`config.mk`:
```
export PLATFORM = sky130hd
export DESIGN_NAME = dither_offset_sequencer
export DESIGN_NICKNAME = d
export VERILOG_FILES = /design/src/hdl/dos_pkg.sv /design/src/hdl/dos_divider.sv /design/src/hdl/dither_offset_sequencer.sv
export SDC_FILE = /design/constraint.sdc
export NUM_CORES = 2
export LEC_CHECK = 0
export ABC_AREA = 1
export BUFFER_PORTS_ARGS = -buffer_cell sky130_fd_sc_hd__buf_4
export CORE_MARGIN = 2
export CORE_UTILIZATION = 40
export DETAILED_ROUTE_END_ITERATION = 8
export HOLD_SLACK_MARGIN = 0.03
export PLACE_DENSITY_LB_ADDON = 0.15
export REMOVE_ABC_BUFFERS = 1
export SETUP_SLACK_MARGIN = 0.05
export SKIP_CTS_REPAIR_TIMING = 1
export SLEW_MARGIN = 20
export SYNTH_ARGS = -nofsm -noshare
export SYNTH_HDL_FRONTEND = slang
export SYNTH_SLANG_ARGS = --single-unit
```
`constraint.sdc`:
```
create_clock -name clock -period 5.89 [get_ports clock]
set_clock_uncertainty 0.15 [all_clocks]
set_input_delay 0.589 -clock clock [delete_from_list [all_inputs] [get_ports clock]]
set_output_delay 0.589 -clock clock [all_outputs]
set_load 0.005 [all_outputs]
```
`src/hdl/dos_pkg.sv`:
```
`default_nettype none

package dos_pkg;

   localparam int DEFAULT_TABLE_DEPTH = 64;
   localparam int DEFAULT_TIME_WIDTH  = 48;

   localparam int NOW_W   = 48;
   localparam int COORD_W = 16;
   localparam int INDEX_W = 6;
   localparam int DIV_W   = 32;
   localparam int CSR_W   = 32;
   localparam int ADDR_W  = 4;

   localparam int TICKS_W  = 32;
   localparam int COUNT_W  = 7;
   localparam int REPEAT_W = 16;

   localparam logic [1:0] ACT_APPLY = 2'd0;
   localparam logic [1:0] ACT_START = 2'd1;
   localparam logic [1:0] ACT_STOP  = 2'd2;
   localparam logic [1:0] ACT_WRITE = 2'd3;

   localparam logic [1:0] REG_STEP_TICKS    = 2'd0;
   localparam logic [1:0] REG_STEP_COUNT    = 2'd1;
   localparam logic [1:0] REG_REPEAT_COUNT  = 2'd2;
   localparam logic [1:0] REG_RELATIVE_MODE = 2'd3;

   typedef struct packed {
      logic [1:0]         action;
      logic [NOW_W-1:0]   now_ticks;
      logic [COORD_W-1:0] coord_x;
      logic [COORD_W-1:0] coord_y;
      logic [INDEX_W-1:0] entry_index;
      logic [COORD_W-1:0] entry_dx;
      logic [COORD_W-1:0] entry_dy;
   } req_type;

   typedef struct packed {
      logic [COORD_W-1:0] out_x;
      logic [COORD_W-1:0] out_y;
      logic               dithering;
   } rsp_type;

   typedef struct packed {
      logic [COORD_W-1:0] dx;
      logic [COORD_W-1:0] dy;
   } entry_type;

endpackage

`default_nettype wire

```
`src/hdl/dos_divider.sv`:
```
`default_nettype none

module dos_divider #(
   parameter int NUM_W = dos_pkg::DEFAULT_TIME_WIDTH,
   parameter int DEN_W = dos_pkg::DIV_W
) (
   input  wire logic             clock,
   input  wire logic             reset,
   input  wire logic             go,
   input  wire logic [NUM_W-1:0] dividend,
   input  wire logic [DEN_W-1:0] divisor,
   output logic                  done,
   output logic [NUM_W-1:0]      quotient,
   output logic [DEN_W-1:0]      remainder
);

   localparam int CNT_W = $clog2(NUM_W);

   logic [NUM_W-1:0] quo_ff, quo_in;
   logic [DEN_W-1:0] rem_ff, rem_in;
   logic [DEN_W-1:0] den_ff, den_in;
   logic [CNT_W-1:0] cnt_ff, cnt_in;
   logic             busy_ff, busy_in;
   logic             done_ff, done_in;
   logic [DEN_W:0]   trial;
   logic [DEN_W:0]   diff;
   logic             take;

   // restoring division, one quotient bit per cycle
   always_comb begin
      trial = {rem_ff, quo_ff[NUM_W-1]};
      diff  = trial - {1'b0, den_ff};
      take  = (trial >= {1'b0, den_ff});
   end

   always_comb begin
      quo_in  = quo_ff;
      rem_in  = rem_ff;
      den_in  = den_ff;
      cnt_in  = cnt_ff;
      busy_in = busy_ff;
      done_in = 1'b0;
      if (go) begin
         quo_in  = dividend;
         rem_in  = '0;
         den_in  = divisor;
         cnt_in  = '0;
         busy_in = 1'b1;
      end else if (busy_ff) begin
         quo_in = {quo_ff[NUM_W-2:0], take};
         rem_in = take ? diff[DEN_W-1:0] : trial[DEN_W-1:0];
         cnt_in = cnt_ff + CNT_W'(1);
         if (cnt_ff == CNT_W'(NUM_W - 1)) begin
            busy_in = 1'b0;
            done_in = 1'b1;
         end
      end
   end

   always_ff @(posedge clock) begin
      if (reset) begin
         busy_ff <= 1'b0;
         done_ff <= 1'b0;
         cnt_ff  <= '0;
      end else begin
         busy_ff <= busy_in;
         done_ff <= done_in;
         cnt_ff  <= cnt_in;
      end
   end

   always_ff @(posedge clock) begin
      quo_ff <= quo_in;
      rem_ff <= rem_in;
      den_ff <= den_in;
   end

   assign done      = done_ff;
   assign quotient  = quo_ff;
   assign remainder = rem_ff;

endmodule

`default_nettype wire

```
`src/hdl/dither_offset_sequencer.sv`:
```
`default_nettype none

// Dither offset sequencer. Start, stop and table writes are one transaction each and
// answer with a result in the cycle after acceptance; busy stays low, so the next transaction
// can follow at once. An apply transaction holds busy high while the elapsed time is
// divided by step_ticks and the step number then by step_count in one shared divider that
// retires a single quotient bit per cycle, followed by a read of the pattern table unless
// the repeat_count is used up. The result is shown for exactly one cycle with rsp_strobe and
// cannot be held off, so the receiver must take it in that cycle. Table entries read
// before they were written give undefined offsets.

module dither_offset_sequencer #(
   parameter int TABLE_DEPTH = dos_pkg::DEFAULT_TABLE_DEPTH,
   parameter int TIME_WIDTH  = dos_pkg::DEFAULT_TIME_WIDTH
) (
   input  wire logic                       clock,
   input  wire logic                       reset,
   input  wire logic                       start,
   output logic                            busy,
   input  wire dos_pkg::req_type           req_data,
   output logic                            rsp_strobe,
   output dos_pkg::rsp_type                rsp_data,
   input  wire logic                       psel,
   input  wire logic                       penable,
   input  wire logic                       pwrite,
   input  wire logic [dos_pkg::ADDR_W-1:0] paddr,
   input  wire logic [dos_pkg::CSR_W-1:0]  pwdata,
   output logic [dos_pkg::CSR_W-1:0]       prdata,
   output logic                            pready
);

   import dos_pkg::*;

   localparam int IDX_W  = (TABLE_DEPTH > 1) ? $clog2(TABLE_DEPTH) : 1;
   localparam int TBL_CW = $clog2(TABLE_DEPTH + 1);
   localparam int CNT_W  = (TBL_CW > COUNT_W) ? TBL_CW : COUNT_W;

   localparam logic [1:0] ST_IDLE     = 2'd0;
   localparam logic [1:0] ST_DIV_STEP = 2'd1;
   localparam logic [1:0] ST_DIV_REP  = 2'd2;
   localparam logic [1:0] ST_READ     = 2'd3;

   logic [1:0]            state_ff, state_in;
   logic [TIME_WIDTH-1:0] start_time_ff, start_time_in;
   logic                  active_ff, active_in;
   logic [COORD_W-1:0]    coord_x_ff, coord_x_in;
   logic [COORD_W-1:0]    coord_y_ff, coord_y_in;
   logic                  rsp_strobe_ff, rsp_strobe_in;
   rsp_type               rsp_data_ff, rsp_data_in;

   logic [TICKS_W-1:0]    step_ticks_ff, step_ticks_in;
   logic [COUNT_W-1:0]    step_count_ff, step_count_in;
   logic [REPEAT_W-1:0]   repeat_count_ff, repeat_count_in;
   logic                  relative_mode_ff, relative_mode_in;

   entry_type             table_mem [TABLE_DEPTH];
   entry_type             rd_entry_ff;
   logic                  mem_we;
   logic [IDX_W-1:0]      mem_waddr;
   logic                  mem_re;
   logic [IDX_W-1:0]      mem_raddr;

   logic                  accept;
   logic                  csr_write;
   logic [TIME_WIDTH-1:0] now_ext;
   logic [TICKS_W-1:0]    ticks_eff;
   logic [CNT_W-1:0]      count_ext;
   logic [CNT_W-1:0]      count_eff;
   logic                  rep_hit;

   logic                  div_go;
   logic [TIME_WIDTH-1:0] div_dividend;
   logic [DIV_W-1:0]      div_divisor;
   logic                  div_done;
   logic [TIME_WIDTH-1:0] div_quo;
   logic [DIV_W-1:0]      div_rem;

   dos_divider #(
      .NUM_W(TIME_WIDTH),
      .DEN_W(DIV_W)
   ) u_divider (
      .clock    (clock),
      .reset    (reset),
      .go       (div_go),
      .dividend (div_dividend),
      .divisor  (div_divisor),
      .done     (div_done),
      .quotient (div_quo),
      .remainder(div_rem)
   );

   assign busy      = (state_ff != ST_IDLE);
   assign accept    = start && !busy;
   assign csr_write = psel && penable && pwrite;
   assign pready    = 1'b1;

   always_comb begin
      now_ext   = TIME_WIDTH'(req_data.now_ticks);
      ticks_eff = (step_ticks_ff == '0) ? TICKS_W'(1) : step_ticks_ff;
      count_ext = CNT_W'(step_count_ff);
      if (count_ext == '0) begin
         count_eff = CNT_W'(1);
      end else if (count_ext > CNT_W'(TABLE_DEPTH)) begin
         count_eff = CNT_W'(TABLE_DEPTH);
      end else begin
         count_eff = count_ext;
      end
      rep_hit = (repeat_count_ff == '0) || (div_quo < TIME_WIDTH'(repeat_count_ff));
   end

   // configuration registers
   always_comb begin
      step_ticks_in    = step_ticks_ff;
      step_count_in    = step_count_ff;
      repeat_count_in  = repeat_count_ff;
      relative_mode_in = relative_mode_ff;
      if (csr_write) begin
         unique case (paddr[3:2])
            REG_STEP_TICKS:    step_ticks_in    = pwdata[TICKS_W-1:0];
            REG_STEP_COUNT:    step_count_in    = pwdata[COUNT_W-1:0];
            REG_REPEAT_COUNT:  repeat_count_in  = pwdata[REPEAT_W-1:0];
            REG_RELATIVE_MODE: relative_mode_in = pwdata[0];
            default:           step_ticks_in    = step_ticks_ff;
         endcase
      end
   end

   always_comb begin
      unique case (paddr[3:2])
         REG_STEP_TICKS:    prdata = CSR_W'(step_ticks_ff);
         REG_STEP_COUNT:    prdata = CSR_W'(step_count_ff);
         REG_REPEAT_COUNT:  prdata = CSR_W'(repeat_count_ff);
         REG_RELATIVE_MODE: prdata = CSR_W'(relative_mode_ff);
         default:           prdata = '0;
      endcase
   end

   // sequencer
   always_comb begin
      state_in      = state_ff;
      start_time_in = start_time_ff;
      active_in     = active_ff;
      coord_x_in    = coord_x_ff;
      coord_y_in    = coord_y_ff;
      rsp_strobe_in = 1'b0;
      rsp_data_in   = rsp_data_ff;
      div_go        = 1'b0;
      div_dividend  = now_ext - start_time_ff;
      div_divisor   = ticks_eff;
      mem_we        = 1'b0;
      mem_waddr     = IDX_W'(req_data.entry_index);
      mem_re        = 1'b0;
      mem_raddr     = IDX_W'(div_rem);

      unique case (state_ff)
         ST_IDLE: begin
            if (accept) begin
               coord_x_in = req_data.coord_x;
               coord_y_in = req_data.coord_y;
               unique case (req_data.action)
                  ACT_APPLY: begin
                     div_go   = 1'b1;
                     state_in = ST_DIV_STEP;
                  end
                  ACT_START: begin
                     start_time_in = now_ext;
                     active_in     = 1'b1;
                  end
                  ACT_STOP: begin
                     active_in = 1'b0;
                  end
                  ACT_WRITE: begin
                     mem_we = (32'(req_data.entry_index) < 32'(TABLE_DEPTH));
                  end
                  default: begin
                     active_in = active_ff;
                  end
               endcase
               if (req_data.action != ACT_APPLY) begin
                  rsp_strobe_in         = 1'b1;
                  rsp_data_in.out_x     = req_data.coord_x;
                  rsp_data_in.out_y     = req_data.coord_y;
                  rsp_data_in.dithering = active_in;
               end
            end
         end
         ST_DIV_STEP: begin
            if (div_done) begin
               div_go       = 1'b1;
               div_dividend = div_quo;
               div_divisor  = DIV_W'(count_eff);
               state_in     = ST_DIV_REP;
            end
         end
         ST_DIV_REP: begin
            if (div_done) begin
               if (rep_hit) begin
                  mem_re   = 1'b1;
                  state_in = ST_READ;
               end else begin
                  active_in             = 1'b0;
                  rsp_strobe_in         = 1'b1;
                  rsp_data_in.out_x     = coord_x_ff;
                  rsp_data_in.out_y     = coord_y_ff;
                  rsp_data_in.dithering = 1'b0;
                  state_in              = ST_IDLE;
               end
            end
         end
         ST_READ: begin
            rsp_strobe_in         = 1'b1;
            rsp_data_in.out_x     = relative_mode_ff ? coord_x_ff + rd_entry_ff.dx
                                                     : rd_entry_ff.dx;
            rsp_data_in.out_y     = relative_mode_ff ? coord_y_ff + rd_entry_ff.dy
                                                     : rd_entry_ff.dy;
            rsp_data_in.dithering = active_ff;
            state_in              = ST_IDLE;
         end
         default: begin
            state_in = ST_IDLE;
         end
      endcase
   end

   always_ff @(posedge clock) begin
      if (reset) begin
         state_ff         <= ST_IDLE;
         start_time_ff    <= '0;
         active_ff        <= 1'b0;
         rsp_strobe_ff    <= 1'b0;
         step_ticks_ff    <= TICKS_W'(1);
         step_count_ff    <= COUNT_W'(1);
         repeat_count_ff  <= '0;
         relative_mode_ff <= 1'b0;
      end else begin
         state_ff         <= state_in;
         start_time_ff    <= start_time_in;
         active_ff        <= active_in;
         rsp_strobe_ff    <= rsp_strobe_in;
         step_ticks_ff    <= step_ticks_in;
         step_count_ff    <= step_count_in;
         repeat_count_ff  <= repeat_count_in;
         relative_mode_ff <= relative_mode_in;
      end
   end

   always_ff @(posedge clock) begin
      coord_x_ff  <= coord_x_in;
      coord_y_ff  <= coord_y_in;
      rsp_data_ff <= rsp_data_in;
   end

   // pattern table
   always_ff @(posedge clock) begin
      if (mem_we) begin
         table_mem[mem_waddr] <= {req_data.entry_dx, req_data.entry_dy};
      end
      if (mem_re) begin
         rd_entry_ff <= table_mem[mem_raddr];
      end
   end

   assign rsp_strobe = rsp_strobe_ff;
   assign rsp_data   = rsp_data_ff;

endmodule

`default_nettype wire
```
==> impl_metrics.ini <==
[detailed_routing]
antenna_left = 0
drc_errors = 0
drt-initial-drc-count = 7497
vias = 71400
via_per_inst = 5.55
firstDrtPassIters = 6
routedWlPerCell_um = 24.2
wl_mm = 312

[timing]
post-route-min-period_ns = 4.33
post-route-period-util_pct = 73.5
fin_tns_setup_ns = 0
hold_viol = 0
relSlewSlack_pct = 19.0
tightest_slew_ns = 1.22
maxSlewViolCount = 0
rsz0062_at_grt = no
fmax_ghz = 0.231
setup_slack_ns = 1.56
finalSetupViolations = 0

[clocking]
cts_tree = built
cts.clk_slew.worst_paths_ns = 0.06
cts_buffer_depth = 4
htreeDepth = 5
clock_latency_ns = 0.86
cts_root_buffer = clkbuf_16
cts_buffers = 272
cts.sinks = 2373

[finish]
fill_cells = 23200
nets = 9616
final_common_cell = edfxtp_1
drive_above_1_share_pct = 8.68
syn_to_final_growth_pct = 14.6
layout_common_cells = 2225 x edfxtp_1, 1351 x nor2_1, 1279 x nand2_1
regArea_mm2 = 0.0698
final_cells = 12900
multi_input_area_mm2 = 0.0281

[setup_path]
path_class = reg -> reg
crit_buf_inv = 2
cp.required_ns = 6.24
start_kind = register
path_cells = nor2_1, inv_1, nor2_4, nand2_1, nor2_1, nand3_1, nor2_4, buf_4
cpLargestDelayFamily = simple AND/OR/NAND/NOR gates
critical_path.max_stage_delay_ns = 1.11
cp-end-kind = register
worst-path-max-fanout = 17
arrival_ns = 4.68
critPathSlowestCell = nor2_4

[power_and_ir_drop]
powerDensity_mw_per_mm2 = 390
power_switching_share_pct = 31.4
internal_power_mw = 31.2
ir_drop_uv = 392
p_switching_mw = 14.2
p_leak_nw = 40.4
p_clk_share_pct = 35.0
p_seq_share_pct = 42.1
comb_power_share_pct = 22.9

[global_routing]
grt_pass1_vias = 67600
grt_pass1_wl_mm = 452
track_usage_pct = 23.4
grt_antenna_before_repair = 23
grt-ovfl-total = 0
grt_max_degree = 269

[floorplanning]
die_w_um = 508
fp.dieArea_mm2 = 0.258
pin_count = 230
dieHeight_um = 508
start_util_pct = 40.3
rows = 184
core-area_mm2 = 0.252

[status]
status = finished, final reports clean

[placement]
gp_congestion = 0.908
placedCellCount = 12300
pre_cts_slack_ns = 1.59
hpwl_mm = 183
io_buffers = 226

[logic_synthesis]
synth-edff-count = 2225
ys.flop_type = edfxtp_1
synth-seq-cells = 2373
ys_types = 49
ys_seq_area_share_pct = 68.7
ys.warnings.count = 0
synthArstFlopShare_pct = 0
syn_inst = 9077
avgSynthCellArea_um2 = 11.2
synth_area_mm2 = 0.102

[worst_hold_path]
hp-class = in -> reg

[run]
cap_violations = 0
-- routing by layer --
layer  vias to the layer above  wire, um  global-route usage [%]
li1                      33000         -                       -
met1                     35700    137000                    32.8
met2                      2320    147000                    38.4
met3                       411     19100                    3.02
met4                         8      7920                    6.28
met5                         -        54                       0
-- layout make-up --
type | instances | area share [%]
Tap cell | 3348 | 3.60
Multi-Input combinational cell | 5734 | 24.2
Inverter | 442 | 1.47
Clock buffer | 347 | 6.23
Clock inverter | 120 | 0.823
Timing Repair Buffer | 499 | 3.68
Antenna cell | 7 | 0.0151
Sequential cell | 2373 | 60.0
-- through the flow --
stage | util [%] | power, mW | area (um2) | hold slack (ns)
final | 46.2 | 45.4 | 116000 | 0.0616
after global routing | 46.2 | 47.4 | 116000 | 0.0495
after CTS | 45.7 | 45.6 | 115000 | -0.277
after detailed placement | 42.5 | 29.7 | 107000 | 0.302
after global placement | 42.5 | 29.6 | 107000 | 0.292
after floorplan | - | 24.6 | 99100 | 0.285
-- flip-flops by register name (all words and copies together), names as in the netlist --
signal	flops
u_divider.cnt_ff	6
state_ff	2
active_ff	1
u_divider.den_ff	32
repeat_count_ff	16
relative_mode_ff	1
coord_y_ff	16
u_divider.done	1
start_time_ff	48
rsp_strobe	1
count_ext	7
table_mem	2048
step_ticks_ff	32
rsp_data	33
u_divider.busy_ff	1
u_divider.remainder	32
coord_x_ff	16
rd_entry_ff	32
u_divider.quotient	48
-- worst reg2reg max path, stage by stage (launching register included) --
cell	delay [ns]
dfxtp_1	0.34
nor2_1	0.22
inv_1	0.15
nor2_4	0.11
nand2_1	0.33
nor2_1	0.31
nand3_1	0.74
nor2_4	1.12
buf_4	0.48
-- kinds of logic (layout without fill, tap and decap cells) --
family          Yosys count  count (layout)  share of synthesized area [%]
other cells               1               8                        0.00369
mux                       1               1                        0.00986
compound gates         2215            2215                           11.8
simple gates           3327            3327                           13.3
buf+inv                 970            1408                           4.08
xor+xnor                 58              58                          0.500
flops                  2373            2373                           68.7
fa+ha+maj               132             132                           1.66
-- cell usage after synthesis (33+ instances only) --
cell type | count | area share [%]
ha_1 | 128 | 1.6
edfxtp_1 | 2225 | 66
o22ai_1 | 539 | 3.3
dfxtp_1 | 148 | 2.9
a21oi_1 | 313 | 1.5
o21ai_1 | 128 | 0.63
o21ai_0 | 1158 | 5.7
nand4_1 | 33 | 0.20
nor2_1 | 1417 | 5.2
buf_4 | 36 | 0.27
inv_1 | 430 | 1.6
clkbuf_1 | 277 | 1.0
buf_2 | 154 | 0.76
nand2_1 | 1281 | 4.7
nand3_1 | 496 | 2.4
-- worst paths after layout --
| path | startpoint | endpoint | slack, ns | cells after the start |
|---|---|---|---|---|
| setup / recovery | state_ff[1] | table_mem[22][17] | 1.56 | 8 |
| hold / removal | pwdata[20] | step_ticks_ff[20] | 0.06 | 3 |
| setup reg to reg | state_ff[1] | table_mem[22][17] | 1.56 | 8 |
| hold reg to reg | start_time_ff[40] | start_time_ff[40] | 0.31 | 2 |
-- power groups by stage --
stage / clock network (mW) / registers [mW] / logic [mW]
after global routing: 16.8 / 19.1 / 11.4
after global placement: 0 / 19.4 / 10.2
after CTS: 16.2 / 19.1 / 10.3
final: 15.9 / 19.1 / 10.4
after detailed placement: 0 / 19.5 / 10.3
after floorplan: 0 / 19.8 / 4.79
(Power assumes the default switching activity.)
